**src/rtl/core/gtp_pkg.sv**
```systemverilog
// gtp_pkg: shared types, widths and codes of the gray to palette false color block
// no dependencies; imported by every module of the block but gtp_ram
package gtp_pkg;

   // default palette size
   localparam int PALETTE_DEPTH_DEF = 256;

   // field widths
   localparam int CH_W    = 8;
   localparam int COLOR_W = 3 * CH_W;
   localparam int SUM_W   = 10;
   localparam int LEVEL_W = 8;

   // mean of three channels: sum * 683 >> 11 equals sum / 3 for sums up to 765
   localparam int RECIP3_W     = 10;
   localparam logic [RECIP3_W-1:0] RECIP3 = 10'd683;
   localparam int RECIP3_SHIFT = 11;

   // scaling divider: numerator 2*num*top + d - 1, divisor 2*d, quotient <= top
   localparam int NUM_W  = 17;
   localparam int DEN_W  = 9;
   localparam int QUOT_W = 8;

   // item kinds
   localparam logic FUNC_WRITE = 1'b0;
   localparam logic FUNC_PIXEL = 1'b1;

   // register indexes
   localparam int CSR_IDX_W = 2;
   localparam logic [CSR_IDX_W-1:0] CSR_MIN_LEVEL   = 2'd0;
   localparam logic [CSR_IDX_W-1:0] CSR_MAX_LEVEL   = 2'd1;
   localparam logic [CSR_IDX_W-1:0] CSR_PALETTE_TOP = 2'd2;

   // register reset values
   localparam logic [LEVEL_W-1:0] MIN_LEVEL_RST   = 8'd0;
   localparam logic [LEVEL_W-1:0] MAX_LEVEL_RST   = 8'd255;
   localparam logic [LEVEL_W-1:0] PALETTE_TOP_RST = 8'd255;

   // configuration seen by the datapath
   typedef struct packed {
      logic [LEVEL_W-1:0] min_level;
      logic [LEVEL_W-1:0] max_level;
      logic [LEVEL_W-1:0] palette_top;
   } gtp_cfg_type;

   // what travels with an item down the pipeline
   typedef struct packed {
      logic               func;
      logic [7:0]         entry_index;
      logic [COLOR_W-1:0] entry_color;
      logic               zero_span;
   } gtp_side_type;

endpackage

```
**src/rtl/core/gtp_div.sv**
```systemverilog
// gtp_div: pipelined restoring divider, one quotient bit per stage
// uses gtp_pkg; the quotient is known to fit in QUOT_W bits
module gtp_div (
   input  logic                          clock,
   input  logic                          reset,
   input  logic                          en,
   input  logic                          in_valid,
   input  gtp_pkg::gtp_side_type         in_side,
   input  logic [gtp_pkg::NUM_W-1:0]     in_num,
   input  logic [gtp_pkg::DEN_W-1:0]     in_den,
   output logic                          out_valid,
   output gtp_pkg::gtp_side_type         out_side,
   output logic [gtp_pkg::QUOT_W-1:0]    out_quot
);
   import gtp_pkg::*;

   logic               valid_ff [QUOT_W];
   gtp_side_type       side_ff  [QUOT_W];
   logic [NUM_W-1:0]   rem_ff   [QUOT_W];
   logic [DEN_W-1:0]   den_ff   [QUOT_W];
   logic [QUOT_W-1:0]  quot_ff  [QUOT_W];

   for (genvar s = 0; s < QUOT_W; s++) begin : g_stage
      localparam int BIT = QUOT_W - 1 - s;

      logic               valid_src;
      gtp_side_type       side_src;
      logic [NUM_W-1:0]   rem_src, trial, rem_in;
      logic [DEN_W-1:0]   den_src;
      logic [QUOT_W-1:0]  quot_src, quot_in;
      logic               take;

      // stage operands
      if (s == 0) begin : g_first
         assign valid_src = in_valid;
         assign side_src  = in_side;
         assign rem_src   = in_num;
         assign den_src   = in_den;
         assign quot_src  = '0;
      end else begin : g_next
         assign valid_src = valid_ff[s-1];
         assign side_src  = side_ff[s-1];
         assign rem_src   = rem_ff[s-1];
         assign den_src   = den_ff[s-1];
         assign quot_src  = quot_ff[s-1];
      end

      // compare against the shifted divisor and subtract
      always_comb begin
         trial   = NUM_W'(den_src) << BIT;
         take    = (rem_src >= trial);
         rem_in  = take ? (rem_src - trial) : rem_src;
         quot_in = quot_src | (QUOT_W'(take) << BIT);
      end

      always_ff @(posedge clock) begin
         if (reset) begin
            valid_ff[s] <= 1'b0;
         end else if (en) begin
            valid_ff[s] <= valid_src;
         end
      end

      always_ff @(posedge clock) begin
         if (en) begin
            side_ff[s] <= side_src;
            rem_ff[s]  <= rem_in;
            den_ff[s]  <= den_src;
            quot_ff[s] <= quot_in;
         end
      end
   end

   assign out_valid = valid_ff[QUOT_W-1];
   assign out_side  = side_ff[QUOT_W-1];
   assign out_quot  = quot_ff[QUOT_W-1];

endmodule

```
**config.mk**
```make
export PLATFORM = sky130hd
export DESIGN_NAME = gtp_div
export DESIGN_NICKNAME = d
export VERILOG_FILES = /design/src/rtl/core/gtp_pkg.sv /design/src/rtl/core/gtp_div.sv
export SDC_FILE = /design/constraint.sdc
export NUM_CORES = 1
export LEC_CHECK = 0
export CAP_MARGIN = 0
export CORE_ASPECT_RATIO = 1.5
export CORE_MARGIN = 2
export CORE_UTILIZATION = 41
export DETAILED_ROUTE_END_ITERATION = 8
export DONT_BUFFER_PORTS = 1
export GPL_ROUTABILITY_DRIVEN = 0
export GPL_TIMING_DRIVEN = 0
export PLACE_DENSITY = 0.56
export RECOVER_POWER = 100
export SLEW_MARGIN = 20
export SYNTH_ARGS = -nofsm -noshare
export SYNTH_HDL_FRONTEND = slang
export SYNTH_SLANG_ARGS = --single-unit
```
**constraint.sdc**
```tcl
create_clock -name clock -period 7.35 [get_ports clock]
set_clock_uncertainty 0.2 [all_clocks]
set_input_delay 1.47 -clock clock [delete_from_list [all_inputs] [get_ports clock]]
set_output_delay 1.47 -clock clock [all_outputs]
set_load 0.01 [all_outputs]
```
==> results.py <==
metrics = {
    "place": {
        "dp_cells": 1782,
        "dpl.hpwl_um": 18700,
        "portBuffers": 0,
    },
    "floorplanning": {
        "rows": 98,
        "die_y_um": 272,
        "die_w_um": 183,
        "start_util": 0.414,
        "num_io_pins": 107,
        "die_area_um2": 49700,
        "core_um2": 47500,
    },
    "clock_network": {
        "cts_setup_buffers": 0,
        "clockBufferDepth": 3,
        "htree_levels": 2,
        "cts_tree": "done",
        "cts_buffers": 49,
        "insertion_delay_ps": 590,
        "cts-resized-gates": 0,
        "cts_root_buf": "clkbuf_16",
        "clk_pin_slew_ps": 60,
        "cts_sinks": 498,
        "holdBufCountCts": 0,
    },
    "critical_path": {
        "worstPathArrival_ps": 4290,
        "cpLargestDelayFamily": "compound AO/OA/AOI/OAI gates",
        "path_depth": 6,
        "max_stage_delay_ps": 1010,
        "crit_required_ps": 7470,
        "cp-end-kind": "flop",
        "critPathLaunchType": "flop",
        "critPathBufInv": 1,
        "crit_chain": "ha_1 > or4_1 > a2111oi_0 > a21boi_0 > clkbuf_1 > o21ai_0",
        "worstSetupPathType": "flop to flop",
        "ff2ff_path_depth": 6,
        "crit_slowest_cell": "a21boi_0",
        "worstPathMaxFanout": 10,
    },
    "yosys": {
        "async_flop_share": 0,
        "yosysSeqAreaShare": 0.761,
        "synth_area_um2": 19600,
        "ys_ff_latch": 498,
        "ys_types": 66,
        "yosysWarnings": 0,
        "syn-instance-count": 1182,
        "synth_flop_cell": "edfxtp_1",
        "syn-num-nets": 1325,
        "synth_edf_count": 498,
        "syn_avg_cell_area_um2": 16.6,
    },
    "sta": {
        "min_period_ps": 4180,
        "slew_violations": 232,
        "rsz0062_at_grt": "no",
        "fmax_ghz": 0.239,
        "hold_violations": 0,
        "finalCritPeriodShare": 0.568,
        "setup_viol": 0,
        "tightest_slew_ps": 1960,
        "max-slew-margin-rel": -0.309,
        "timing.hold.ws_ps": 213,
        "setup_tns_ps": 0,
    },
    "detailed_routing": {
        "dr.pass1.iters": 4,
        "wire_per_inst_um": 15.9,
        "ant_nets": 0,
        "vias": 9354,
        "drc": 0,
        "avgViaCountPerCell": 5.00,
        "wirelength_um": 29800,
        "drtIter0Drc": 537,
    },
    "finish": {
        "final_cell_mix": "edfxtp_1 (498), inv_1 (91), ha_1 (72), nor2_1 (60), a21oi_1 (53)",
        "antenna_cells": 0,
        "nFillCells": 4056,
        "drive_above_1_share": 0.0741,
        "syn_to_final_growth_pct": 11.9,
        "post-route-util": 0.463,
        "layout_commonest_cell": "edfxtp_1",
        "fin_nets": 1376,
        "final_cell_count_no_fill": 1869,
    },
    "flow_run": {
        "cap_viol_max_count": 0,
    },
    "grt": {
        "grt_pass1_wl_um": 47900,
        "gr-total-overflow": 0,
        "antenna_found_initial": 0,
        "grtUsageTotal": 0.121,
        "grt_max_degree": 493,
        "grt_pass1_vias": 9839,
    },
    "run_status": {
        "status": "complete, but fails checks",
        "violations": "slew limit",
    },
    "min_path": {
        "worst_hold_path_type": "flop to flop",
        "min_path_cells": 0,
    },
    "power": {
        "cellLeakagePower_nw": 7.85,
        "p_per_area_nw_per_um2": 337,
        "irDropWorstVdd_mv": 0.183,
    },
}
-- where the power goes --
| part | switching, mW | leakage (nW) | internal [mW] |
|---|---|---|---|
| sequential | 0.161 | 4.85 | 3.58 |
| clock | 1.03 | 0.781 | 1.48 |
| combinational | 0.629 | 2.22 | 0.521 |
| total | 1.82 | 7.85 | 5.58 |
-- cells in the mapped netlist (5+ instances only) --
| master | n | area, µm² |
|---|---|---|
| a211oi_1 | 15 | 113 |
| a21o_1 | 16 | 120 |
| a21oi_1 | 53 | 265 |
| and2_1 | 8 | 50.1 |
| edfxtp_1 | 498 | 15000 |
| fa_1 | 7 | 140 |
| ha_1 | 72 | 901 |
| inv_1 | 91 | 342 |
| mux2_2 | 17 | 191 |
| nand2_1 | 47 | 176 |
| nand2b_1 | 11 | 68.8 |
| nand3_1 | 10 | 50.1 |
| nand3b_1 | 5 | 37.5 |
| nand4_1 | 7 | 43.8 |
| nor2_1 | 60 | 225 |
| nor2b_1 | 11 | 68.8 |
| nor3_1 | 19 | 95.1 |
| nor4_1 | 9 | 56.3 |
| nor4b_1 | 6 | 52.6 |
| o21a_1 | 16 | 120 |
| o21ai_0 | 43 | 215 |
| o21bai_1 | 5 | 37.5 |
| o31a_1 | 7 | 61.3 |
| o31ai_1 | 8 | 60.1 |
| or3_1 | 7 | 43.8 |
| or4_1 | 6 | 45.0 |
| xnor2_1 | 31 | 272 |
| xor2_1 | 30 | 263 |
-- final cells by class --
cell class | instances | area (µm²) | share of cell area
sequential | 498 | 15000 | 0.681
buffer | 9 | 41.3 | 0.00188
multi-input combinational | 582 | 4240 | 0.193
clock inverter | 31 | 382 | 0.0174
tap | 600 | 751 | 0.0342
clock buffer | 56 | 1250 | 0.0570
inverter | 93 | 350 | 0.0159
-- final timing paths --
check | startpoint | to | slack (ps)
hold reg to reg | side_ff[0][0] | side_ff[0][34] | 210
setup reg to reg | rem_ff[1][12] | rem_ff[1][27] | 3170
setup / recovery | rem_ff[1][12] | rem_ff[1][27] | 3170
hold / removal | side_ff[0][0] | side_ff[0][34] | 210
-- metrics by stage --
step                total power, mW  worst slack, ps  area, µm²
floorplan                      4.68             3570      19600
detailed placement             4.95             3080      20400
global placement               4.90             3160      20400
CTS                            7.51             3720      22000
global route                   7.79             3080      22000
finish                         7.40             3170      22000
-- flip-flops by register name, summed over array words and instances (netlist names) --
register	count
side_ff	272
rem_ff	119
den_ff	63
quot_ff	36
valid_ff	8
-- logic make-up (layout without fill, tap and decap cells) --
kind of cell,Yosys count,count (layout),share of synthesized area
AOI/OAI and AO/OA,193,193,0.0643
xor gates and xnor gates,61,61,0.0272
adders and majority gates,79,79,0.0530
buffers and inverters,102,189,0.0206
DFF,498,498,0.761
muxes,23,23,0.0133
and+or+nand+nor,226,226,0.0602
-- metal layers --
metal  vias up  track usage  share of wire
met1      4506        0.117           0.35
met4         0       0.0628          0.044
met5         -            0              0
li1       4590            -              -
met3        80       0.0294          0.042
met2       178        0.235           0.56
-- worst reg2reg max path: stages (launching register included) --
cell	delay, ps
edfxtp_1	400
ha_1	260
or4_1	460
a2111oi_0	930
a21boi_0	1010
clkbuf_1	480
o21ai_0	170
(Power assumes the default switching activity.)
