[config.mk]
export PLATFORM = sky130hd
export DESIGN_NAME = gtp_prep
export DESIGN_NICKNAME = d
export VERILOG_FILES = /design/src/rtl/core/gtp_pkg.sv /design/src/rtl/core/gtp_prep.sv
export SDC_FILE = /design/constraint.sdc
export NUM_CORES = 1
export LEC_CHECK = 0
export ABC_AREA = 1
export BUFFER_PORTS_ARGS = -buffer_cell sky130_fd_sc_hd__buf_2
export CAP_MARGIN = 20
export CORE_ASPECT_RATIO = 0.6
export CORE_MARGIN = 2
export CORE_UTILIZATION = 30
export DETAILED_ROUTE_END_ITERATION = 8
export SYNTH_ARGS = -nofsm -noshare
export SYNTH_HDL_FRONTEND = slang
export SYNTH_SLANG_ARGS = --single-unit
[constraint.sdc]
create_clock -name clock -period 12.8 [get_ports clock]
set_input_delay 0.64 -clock clock [delete_from_list [all_inputs] [get_ports clock]]
set_output_delay 0.64 -clock clock [all_outputs]
set_load 0.01 [all_outputs]
[src/rtl/core/gtp_pkg.sv]
// gtp_pkg: shared types, widths and codes of the gray to palette false color block
// no dependencies; imported by every module of the block but gtp_ram
package gtp_pkg;

   // default palette size
   localparam int PALETTE_DEPTH_DEF = 256;

   // field widths
   localparam int CH_W    = 8;
   localparam int COLOR_W = 3 * CH_W;
   localparam int SUM_W   = 10;
   localparam int LEVEL_W = 8;

   // mean of three channels: sum * 683 >> 11 equals sum / 3 for sums up to 765
   localparam int RECIP3_W     = 10;
   localparam logic [RECIP3_W-1:0] RECIP3 = 10'd683;
   localparam int RECIP3_SHIFT = 11;

   // scaling divider: numerator 2*num*top + d - 1, divisor 2*d, quotient <= top
   localparam int NUM_W  = 17;
   localparam int DEN_W  = 9;
   localparam int QUOT_W = 8;

   // item kinds
   localparam logic FUNC_WRITE = 1'b0;
   localparam logic FUNC_PIXEL = 1'b1;

   // register indexes
   localparam int CSR_IDX_W = 2;
   localparam logic [CSR_IDX_W-1:0] CSR_MIN_LEVEL   = 2'd0;
   localparam logic [CSR_IDX_W-1:0] CSR_MAX_LEVEL   = 2'd1;
   localparam logic [CSR_IDX_W-1:0] CSR_PALETTE_TOP = 2'd2;

   // register reset values
   localparam logic [LEVEL_W-1:0] MIN_LEVEL_RST   = 8'd0;
   localparam logic [LEVEL_W-1:0] MAX_LEVEL_RST   = 8'd255;
   localparam logic [LEVEL_W-1:0] PALETTE_TOP_RST = 8'd255;

   // configuration seen by the datapath
   typedef struct packed {
      logic [LEVEL_W-1:0] min_level;
      logic [LEVEL_W-1:0] max_level;
      logic [LEVEL_W-1:0] palette_top;
   } gtp_cfg_type;

   // what travels with an item down the pipeline
   typedef struct packed {
      logic               func;
      logic [7:0]         entry_index;
      logic [COLOR_W-1:0] entry_color;
      logic               zero_span;
   } gtp_side_type;

endpackage

[src/rtl/core/gtp_prep.sv]
// gtp_prep: three stages that form the gray mean, clamp it and build the
// numerator and divisor of the index scaling; uses gtp_pkg
module gtp_prep (
   input  logic                               clock,
   input  logic                               reset,
   input  logic                               en,
   input  gtp_pkg::gtp_cfg_type               cfg,
   input  logic                               in_valid,
   input  logic                               in_func,
   input  logic [7:0]                         in_entry_index,
   input  logic [gtp_pkg::COLOR_W-1:0]        in_entry_color,
   input  logic [gtp_pkg::CH_W-1:0]           in_ch0,
   input  logic [gtp_pkg::CH_W-1:0]           in_ch1,
   input  logic [gtp_pkg::CH_W-1:0]           in_ch2,
   output logic                               out_valid,
   output gtp_pkg::gtp_side_type              out_side,
   output logic [gtp_pkg::NUM_W-1:0]          out_num,
   output logic [gtp_pkg::DEN_W-1:0]          out_den
);
   import gtp_pkg::*;

   logic                 v1_ff, v2_ff, v3_ff;
   gtp_side_type         side1_ff, side2_ff, side3_ff;
   gtp_side_type         side1_in, side3_in;
   logic [SUM_W-1:0]     sum1_ff, sum1_in;
   logic [LEVEL_W-1:0]   gray2_ff, gray2_in;
   logic [SUM_W+RECIP3_W-1:0] prod2;
   logic [NUM_W-1:0]     num3_ff, num3_in;
   logic [DEN_W-1:0]     den3_ff, den3_in;
   logic [LEVEL_W-1:0]   lvl_hi, lvl, lvl_num, span;
   logic [2*LEVEL_W-1:0] prod3;
   logic                 zero_span;

   // stage 1: channel sum
   always_comb begin
      side1_in.func        = in_func;
      side1_in.entry_index = in_entry_index;
      side1_in.entry_color = in_entry_color;
      side1_in.zero_span   = 1'b0;
      sum1_in = SUM_W'(in_ch0) + SUM_W'(in_ch1) + SUM_W'(in_ch2);
   end

   // stage 2: divide by three through the reciprocal
   assign prod2    = (SUM_W+RECIP3_W)'(sum1_ff) * (SUM_W+RECIP3_W)'(RECIP3);
   assign gray2_in = prod2[RECIP3_SHIFT +: LEVEL_W];

   // stage 3: clamp to max then min, numerator 2*num*top + d - 1, divisor 2*d
   always_comb begin
      lvl_hi    = (gray2_ff > cfg.max_level) ? cfg.max_level : gray2_ff;
      lvl       = (lvl_hi < cfg.min_level) ? cfg.min_level : lvl_hi;
      zero_span = (cfg.max_level <= cfg.min_level);
      lvl_num   = lvl - cfg.min_level;
      span      = cfg.max_level - cfg.min_level;
      prod3     = (2*LEVEL_W)'(lvl_num) * (2*LEVEL_W)'(cfg.palette_top);
      num3_in   = {prod3, 1'b0} + NUM_W'(span) - NUM_W'(1);
      den3_in   = {span, 1'b0};
      side3_in  = side2_ff;
      side3_in.zero_span = zero_span;
   end

   // stage valids
   always_ff @(posedge clock) begin
      if (reset) begin
         v1_ff <= 1'b0;
         v2_ff <= 1'b0;
         v3_ff <= 1'b0;
      end else if (en) begin
         v1_ff <= in_valid;
         v2_ff <= v1_ff;
         v3_ff <= v2_ff;
      end
   end

   // stage payloads
   always_ff @(posedge clock) begin
      if (en) begin
         side1_ff <= side1_in;
         sum1_ff  <= sum1_in;
         side2_ff <= side1_ff;
         gray2_ff <= gray2_in;
         side3_ff <= side3_in;
         num3_ff  <= num3_in;
         den3_ff  <= den3_in;
      end
   end

   assign out_valid = v3_ff;
   assign out_side  = side3_ff;
   assign out_num   = num3_ff;
   assign out_den   = den3_ff;

endmodule

==> results of run 1 <==
[metrics by stage]
step	util [%]	cell area (um^2)	std cells	hold WS, ns	setup WS (ns)
finish	35.9	12600	1649	0.376	3.42
global route	35.9	12600	1649	0.341	2.68
CTS	35.9	12600	1649	0.337	3.44
detailed placement	34.3	12000	1617	0.405	3.12
global placement	34.3	12000	1617	0.400	3.46
floorplan	-	10700	1009	0.400	3.84
[worst paths after layout]
path | to | cells after the start | slack [ns] | from
worst max-delay path | out_num[16] | 47 | 3.42 | gray2_ff[7]
worst min-delay path | side1_ff[24] | 1 | 0.38 | in_entry_color[23]
worst max register to register | out_num[16] | 47 | 3.42 | gray2_ff[7]
worst min register to register | out_side[16] | 0 | 0.41 | side2_ff[16]
[sequential cells by signal (all words and copies together), names as in the netlist]
| name | cells |
|---|---|
| gray2_ff | 8 |
| out_den | 8 |
| out_num | 17 |
| out_side | 34 |
| out_valid | 1 |
| side1_ff | 33 |
| side2_ff | 33 |
| sum1_ff | 10 |
| v1_ff | 1 |
| v2_ff | 1 |
[layout make-up]
| cell class | count | area [um^2] | share of cell area [%] |
|---|---|---|---|
| Multi-Input combinational cell | 631 | 5520 | 43.7 |
| Sequential cell | 146 | 4350 | 34.5 |
| Inverter | 228 | 856 | 6.79 |
| Timing Repair Buffer | 145 | 734 | 5.82 |
| Tap cell | 467 | 584 | 4.63 |
| Clock buffer | 17 | 425 | 3.37 |
| Clock inverter | 15 | 141 | 1.12 |
[worst reg2reg max path, delay by kind of cell, from the launching register on]
| kind | cells | cell delay, ns |
|---|---|---|
| AO/OA/AOI/OAI | 10 | 1.87 |
| XOR/XNOR | 2 | 0.72 |
| adder cells (fa/ha/maj) | 10 | 4.01 |
| buffers and inverters | 6 | 0.35 |
| flip-flops | 1 | 0.47 |
| AND/OR/NAND/NOR | 19 | 1.73 |
[metal layers]
metal  vias to the layer above  part of all wire [%]
met3                        18                   5.2
met1                      3324                    50
met2                       169                    44
li1                       3610                     -
met4                         0                  0.82
met5                         -                     0
[logic make-up after synthesis]
logic type | synth area share (%)
compound gates | 6.08
simple gates | 10.2
other cells | 0.0349
flops | 40.5
fa+ha+maj | 30.7
buf+inv | 8.17
xor+xnor | 4.31
[cell usage in the layout, fill, tap and decap left out, types with 11 or more instances in the layout]
cell type	n
inv_1	222
ha_1	153
edfxtp_1	143
buf_2	143
nand2_1	123
fa_1	69
nor2_1	58
a21oi_1	49
xor2_1	40
nand3_1	23
o21ai_0	17
clkbuf_16	17
nand2_2	13
o21ai_1	11
xnor2_1	11
==> out/metrics.yaml, run 1 <==
clk_latency_ns: 0.43
rsz0062_at_grt: "no"
cp-end-kind: "flop"
initial_core_util_pct: 30.6
use_met3_pct: 3.23
met1_usage_pct: 18.0
cts_buffers: 17
slowest_stage: "fa_1"
fin_nets: 1476
grt_pass1_vias: 6962
ys_types: 43
core-area_um2: 35100
worstPathRequired_ns: 12.99
grt_util_met2_pct: 19.3
yosys_warnings: 0
cts_tree: "built"
max_freq_ghz: 0.107
antenna_found_initial: 0
cp_top_family: "adder cells"
critical_path_class: "flop to flop"
synth_area_um2: 10700
hold_path.class: "input port to flop"
crit_path_max_fanout: 16
hold_buffers: 0
synth-seq-cells: 146
seq_area_frac_synth_pct: 40.5
clock_sinks: 146
postCtsSetupBuffers: 0
grt.total_usage_pct: 12.7
cts_root_buf: "clkbuf_16"
slew_violations: 0
drive_gt1_share_pct: 18.7
grt_max_degree: 77
status: "finished clean"
io_pins: 146
skew_ns: 0.0108
drcViolationCount: 0
routabilityCongestion: 0.884
grt_pass1_wl_um: 36400
grt.overflow.total: 0
crit_arrival_ns: 9.57
syn_inst: 1009
synthFlopType: "edfxtp_1"
hpwl_um: 18700
wirelength_um: 22700
synth_top_area_cell: "edfxtp_1"
via_count: 7121
cts.clk_slew.worst_paths_ns: 0.07
fin_tns_setup_ns: 0
htreeDepth: 4
worstMarginPinSlew_ns: 0.960
areaGrowthSynthToFinish_pct: 17.3
drt_pass1_iterations: 5
crit_path_frequent_cell: "nand2_1"
synth_nets: 1316
die_w_um: 248
rows: 53
final_hold_viol_count: 0
start_kind: "flop"
drv_cap: 0
async_flop_share_pct: 0
cts.repair.resized: 0
die_h_um: 151
dieArea_um2: 37400
viasPerCell: 4.32
period_share_pct: 73.3
synth_edf_count: 143
syn_avg_cell_area_um2: 10.7
gr-max-usage-layer: "met2"
n_fill_cell: 3544
diodes: 0
port_buffers: 144
final.min_clock_period_ns: 9.38
wl_per_cell_um: 13.8
yosysMostFrequentCell: "inv_1"
synthTopCellsByCount: "inv_1, ha_1, edfxtp_1"
setup_violations: 0
synthTopCellsByArea: "edfxtp_1, ha_1, fa_1, inv_1, nand2_1"
max_slew_margin_pct: 36.0
cts_max_path_buffers: 2
synth_top_area_share_pct: 40.0
ant_nets: 0
slowest_delay_ns: 0.55
path_buf_inv: 6
drt_iter0_markers: 345
Power of run 1 is not shown: default switching activity piles up to over one toggle a cycle in this logic, so the estimate is an artifact.
==> inputs of run 2 (changes only) <==
--- a/config.mk
+++ b/config.mk
@@ -5,7 +5,7 @@
 export SDC_FILE = /design/constraint.sdc
 export NUM_CORES = 1
 export LEC_CHECK = 0
-export ABC_AREA = 1
+export ABC_AREA = 0
 export BUFFER_PORTS_ARGS = -buffer_cell sky130_fd_sc_hd__buf_2
 export CAP_MARGIN = 20
 export CORE_ASPECT_RATIO = 0.6
==> constraint.sdc (replaced) <==
create_clock -name clock -period 9.7 [get_ports clock]
set_input_delay 0.485 -clock clock [delete_from_list [all_inputs] [get_ports clock]]
set_output_delay 0.485 -clock clock [all_outputs]
set_load 0.01 [all_outputs]
==> run 2 against run 1 <==
Effect of this change: highest routed layer is now met5; register-to-register slack lost 3.3 ns; count of clock-buffer cells in the layout is the same; global-route usage grew 0.75 points; hold slack lost 0.18 ns; first-iteration DRC count shrank 6.1%; sequential cell count is the same; setup slack lost 3.3 ns; clock skew shrank 0.0049 ns; sequential share of layout area shrank 3.5 points; cell count grew 2.3%.
==> out/metrics.yaml, run 2 <==
status: "finished clean"
grt_pass1_wl_um: 40200  # +10%
min_from: "in_entry_color[12]"
dp.cells: 1631  # +0.87%
cts_tree: "built"
drt_pass1_iterations: 5  # unchanged
cts_buffers: 17  # unchanged
fin_cells: 1687  # +2.3%
drt_iter0_markers: 324  # -6.1%
antenna_found_initial: 5  # +5
routabilityCongestion: 0.854  # -3.4%
clock_sinks: 146  # unchanged
wl_per_cell_um: 14.6  # +6.4%
yosysMostFrequentCell: "inv_1"
max_freq_ghz: 0.104  # -2.5%
critical_path_class: "flop to flop"
n_fill_cell: 3527  # -0.48%
ys_types: 59  # +37%
port_buffers: 144  # unchanged
worstMarginPinSlew_ns: 0.934  # -0.0257 ns
wirelength_um: 24700  # +8.9%
synthTopCellsByCount: "inv_1, ha_1, edfxtp_1"
grt_pass1_vias: 7826  # +12%
slowest_stage: "fa_1"
skew_ns: 0.00597  # -0.00488 ns
worstPathRequired_ns: 9.89  # -3.10 ns
crit_arrival_ns: 9.81  # +0.24 ns
final_common_cell: "inv_1"
syn_inst: 952  # -5.6%
initial_core_util_pct: 30.3  # -0.25 points
seq_area_frac_synth_pct: 39.7  # -0.79 points
syn_avg_cell_area_um2: 11.5  # +8.1%
clk_latency_ns: 0.45  # +0.02 ns
grt.overflow.total: 0  # unchanged
grt.total_usage_pct: 13.4  # +0.75 points
hold_buffers: 0  # unchanged
rsz0062_at_grt: "yes"
die_h_um: 152  # +0.96%
viasPerCell: 4.54  # +5.1%
async_flop_share_pct: 0  # unchanged
drive_gt1_share_pct: 29.1  # +10 points
yosys_warnings: 0  # unchanged
synth-seq-cells: 146  # unchanged
synth_top_area_cell: "edfxtp_1"
layout_common_cells: "inv_1, ha_1, edfxtp_1, buf_2, buf_4"
drv_cap: 0  # unchanged
hold_path.class: "input port to flop"
synth_edf_count: 143  # unchanged
max_slew_margin_pct: 37.7  # +1.7 points
slew_violations: 0  # unchanged
grt_max_degree: 78  # +1.3%
period_share_pct: 99.2  # +26 points
hpwl_um: 19600  # +4.6%
placed_area_um2: 12900  # +7.1%
setup_violations: 0  # unchanged
cts_root_buf: "clkbuf_16"
start_kind: "flop"
io_pins: 146  # unchanged
cts.clk_slew.worst_paths_ns: 0.08  # about the same
final_hold_viol_count: 0  # unchanged
fin_nets: 1504  # +1.9%
crit_path_max_fanout: 4  # -12
drcViolationCount: 0  # unchanged
core-area_um2: 36100  # +2.8%
synthTopCellsByArea: "edfxtp_1, ha_1, fa_1, inv_1, xnor2_1"
ant_nets: 0  # unchanged
cts_max_path_buffers: 2  # unchanged
die_w_um: 251  # +0.97%
cp-startpoint: "gray2_ff[1]"
dieArea_um2: 38100  # +1.9%
slowest_delay_ns: 0.53  # -0.02 ns
synth_area_um2: 11000  # +2.0%
areaGrowthSynthToFinish_pct: 28.0
htreeDepth: 4  # unchanged
final.min_clock_period_ns: 9.62  # +0.243 ns
finalInstanceArea_um2: 14000  # +11%
hold-worst-slack_ns: 0.198  # -0.178 ns
synthFlopType: "edfxtp_1"
cp-end-kind: "flop"
synth_nets: 1259  # -4.3%
largest_reg_flops: 34  # unchanged
r2r_start: "gray2_ff[1]"
via_count: 7660  # +7.6%
synth_top_area_share_pct: 39.2  # -0.78 points
rows: 54  # +1.9%
## run 2: cell count changes after synthesis, sizes merged, moves of 25 or more
cell,change
inv,-48
nor2,-38
xnor2,+25
nand2,-104
and2,+42
xor2,-28
## run 2: kinds of logic (layout without fill, tap and decap cells)
kind of cell             Yosys count  in the layout  share of synthesized area (%)
AO/OA/AOI/OAI                    154            155                           10.0
multiplexers                      10             10                          0.982
buffers and inverters            194            451                           6.78
flip-flops                       146            146                           39.7
adder cells (fa/ha/maj)          222            222                           30.1
other                              1              2                         0.0342
XOR/XNOR                          49             49                           3.92
AND/OR/NAND/NOR                  176            176                           8.47
## run 2: what timing repair did
item | CTS | global route
hold endpoints to repair | 0 | 0
setup endpoints to repair | 4 | 4
resized for setup | 9 | 66
pin swaps | 6 | 57
cloned | 1 | 0
buffers inserted | 6 | 16
## run 2: worst paths after layout
kind	endpoint	slack [ns]	depth (start not counted)
worst max-delay path	out_num[16]	0.08	45
worst max register to register	out_num[16]	0.08	45
worst min register to register	side2_ff[8]	0.42	0
worst min-delay path	side1_ff[13]	0.20	1
## run 2: metal layers
metal	part of all wire (%)	GRT usage, %	vias to the layer above	wire, um
li1	-	-	3804	-
met1	50	19.1	3662	12300
met2	44	20.3	164	10800
met3	5.5	3.44	28	1360
met4	1.1	3.56	2	265
met5	0.053	0	-	13
## run 2: cell type report
class / instances / area, um^2 / area share, %
antenna: 1 / 2.50 / 0.0178
clock buffer: 17 / 425 / 3.03
clock inverter: 15 / 190 / 1.36
inverter: 179 / 684 / 4.88
multi-input combinational: 613 / 6300 / 44.9
sequential: 146 / 4350 / 31.0
tap: 476 / 596 / 4.25
timing repair buffer: 240 / 1480 / 10.5
## run 2: critical path: cells and delay by family (launching register included)
kind,cells,cell delay [ns]
AO/OA/AOI/OAI,20,3.17
XOR/XNOR,3,0.38
adder cells (fa/ha/maj),9,3.17
buffers and inverters,6,0.53
flip-flops,1,0.47
multiplexers,1,0.34
AND/OR/NAND/NOR,6,1.27
## run 2: metrics by stage
stage	setup WS (ns)	utilization, %	TNS, ns
6_report	0.0798	38.8	0
5_1_grt	-0.394	38.8	-0.857
4_1_cts	0.00271	37.7	0
3_5_place_dp	-0.523	35.7	-1.39
3_3_place_gp	-0.154	35.7	-0.195
2_1_floorplan	-0.190	-	-0.190
Power of run 2 is left out for the same reason.
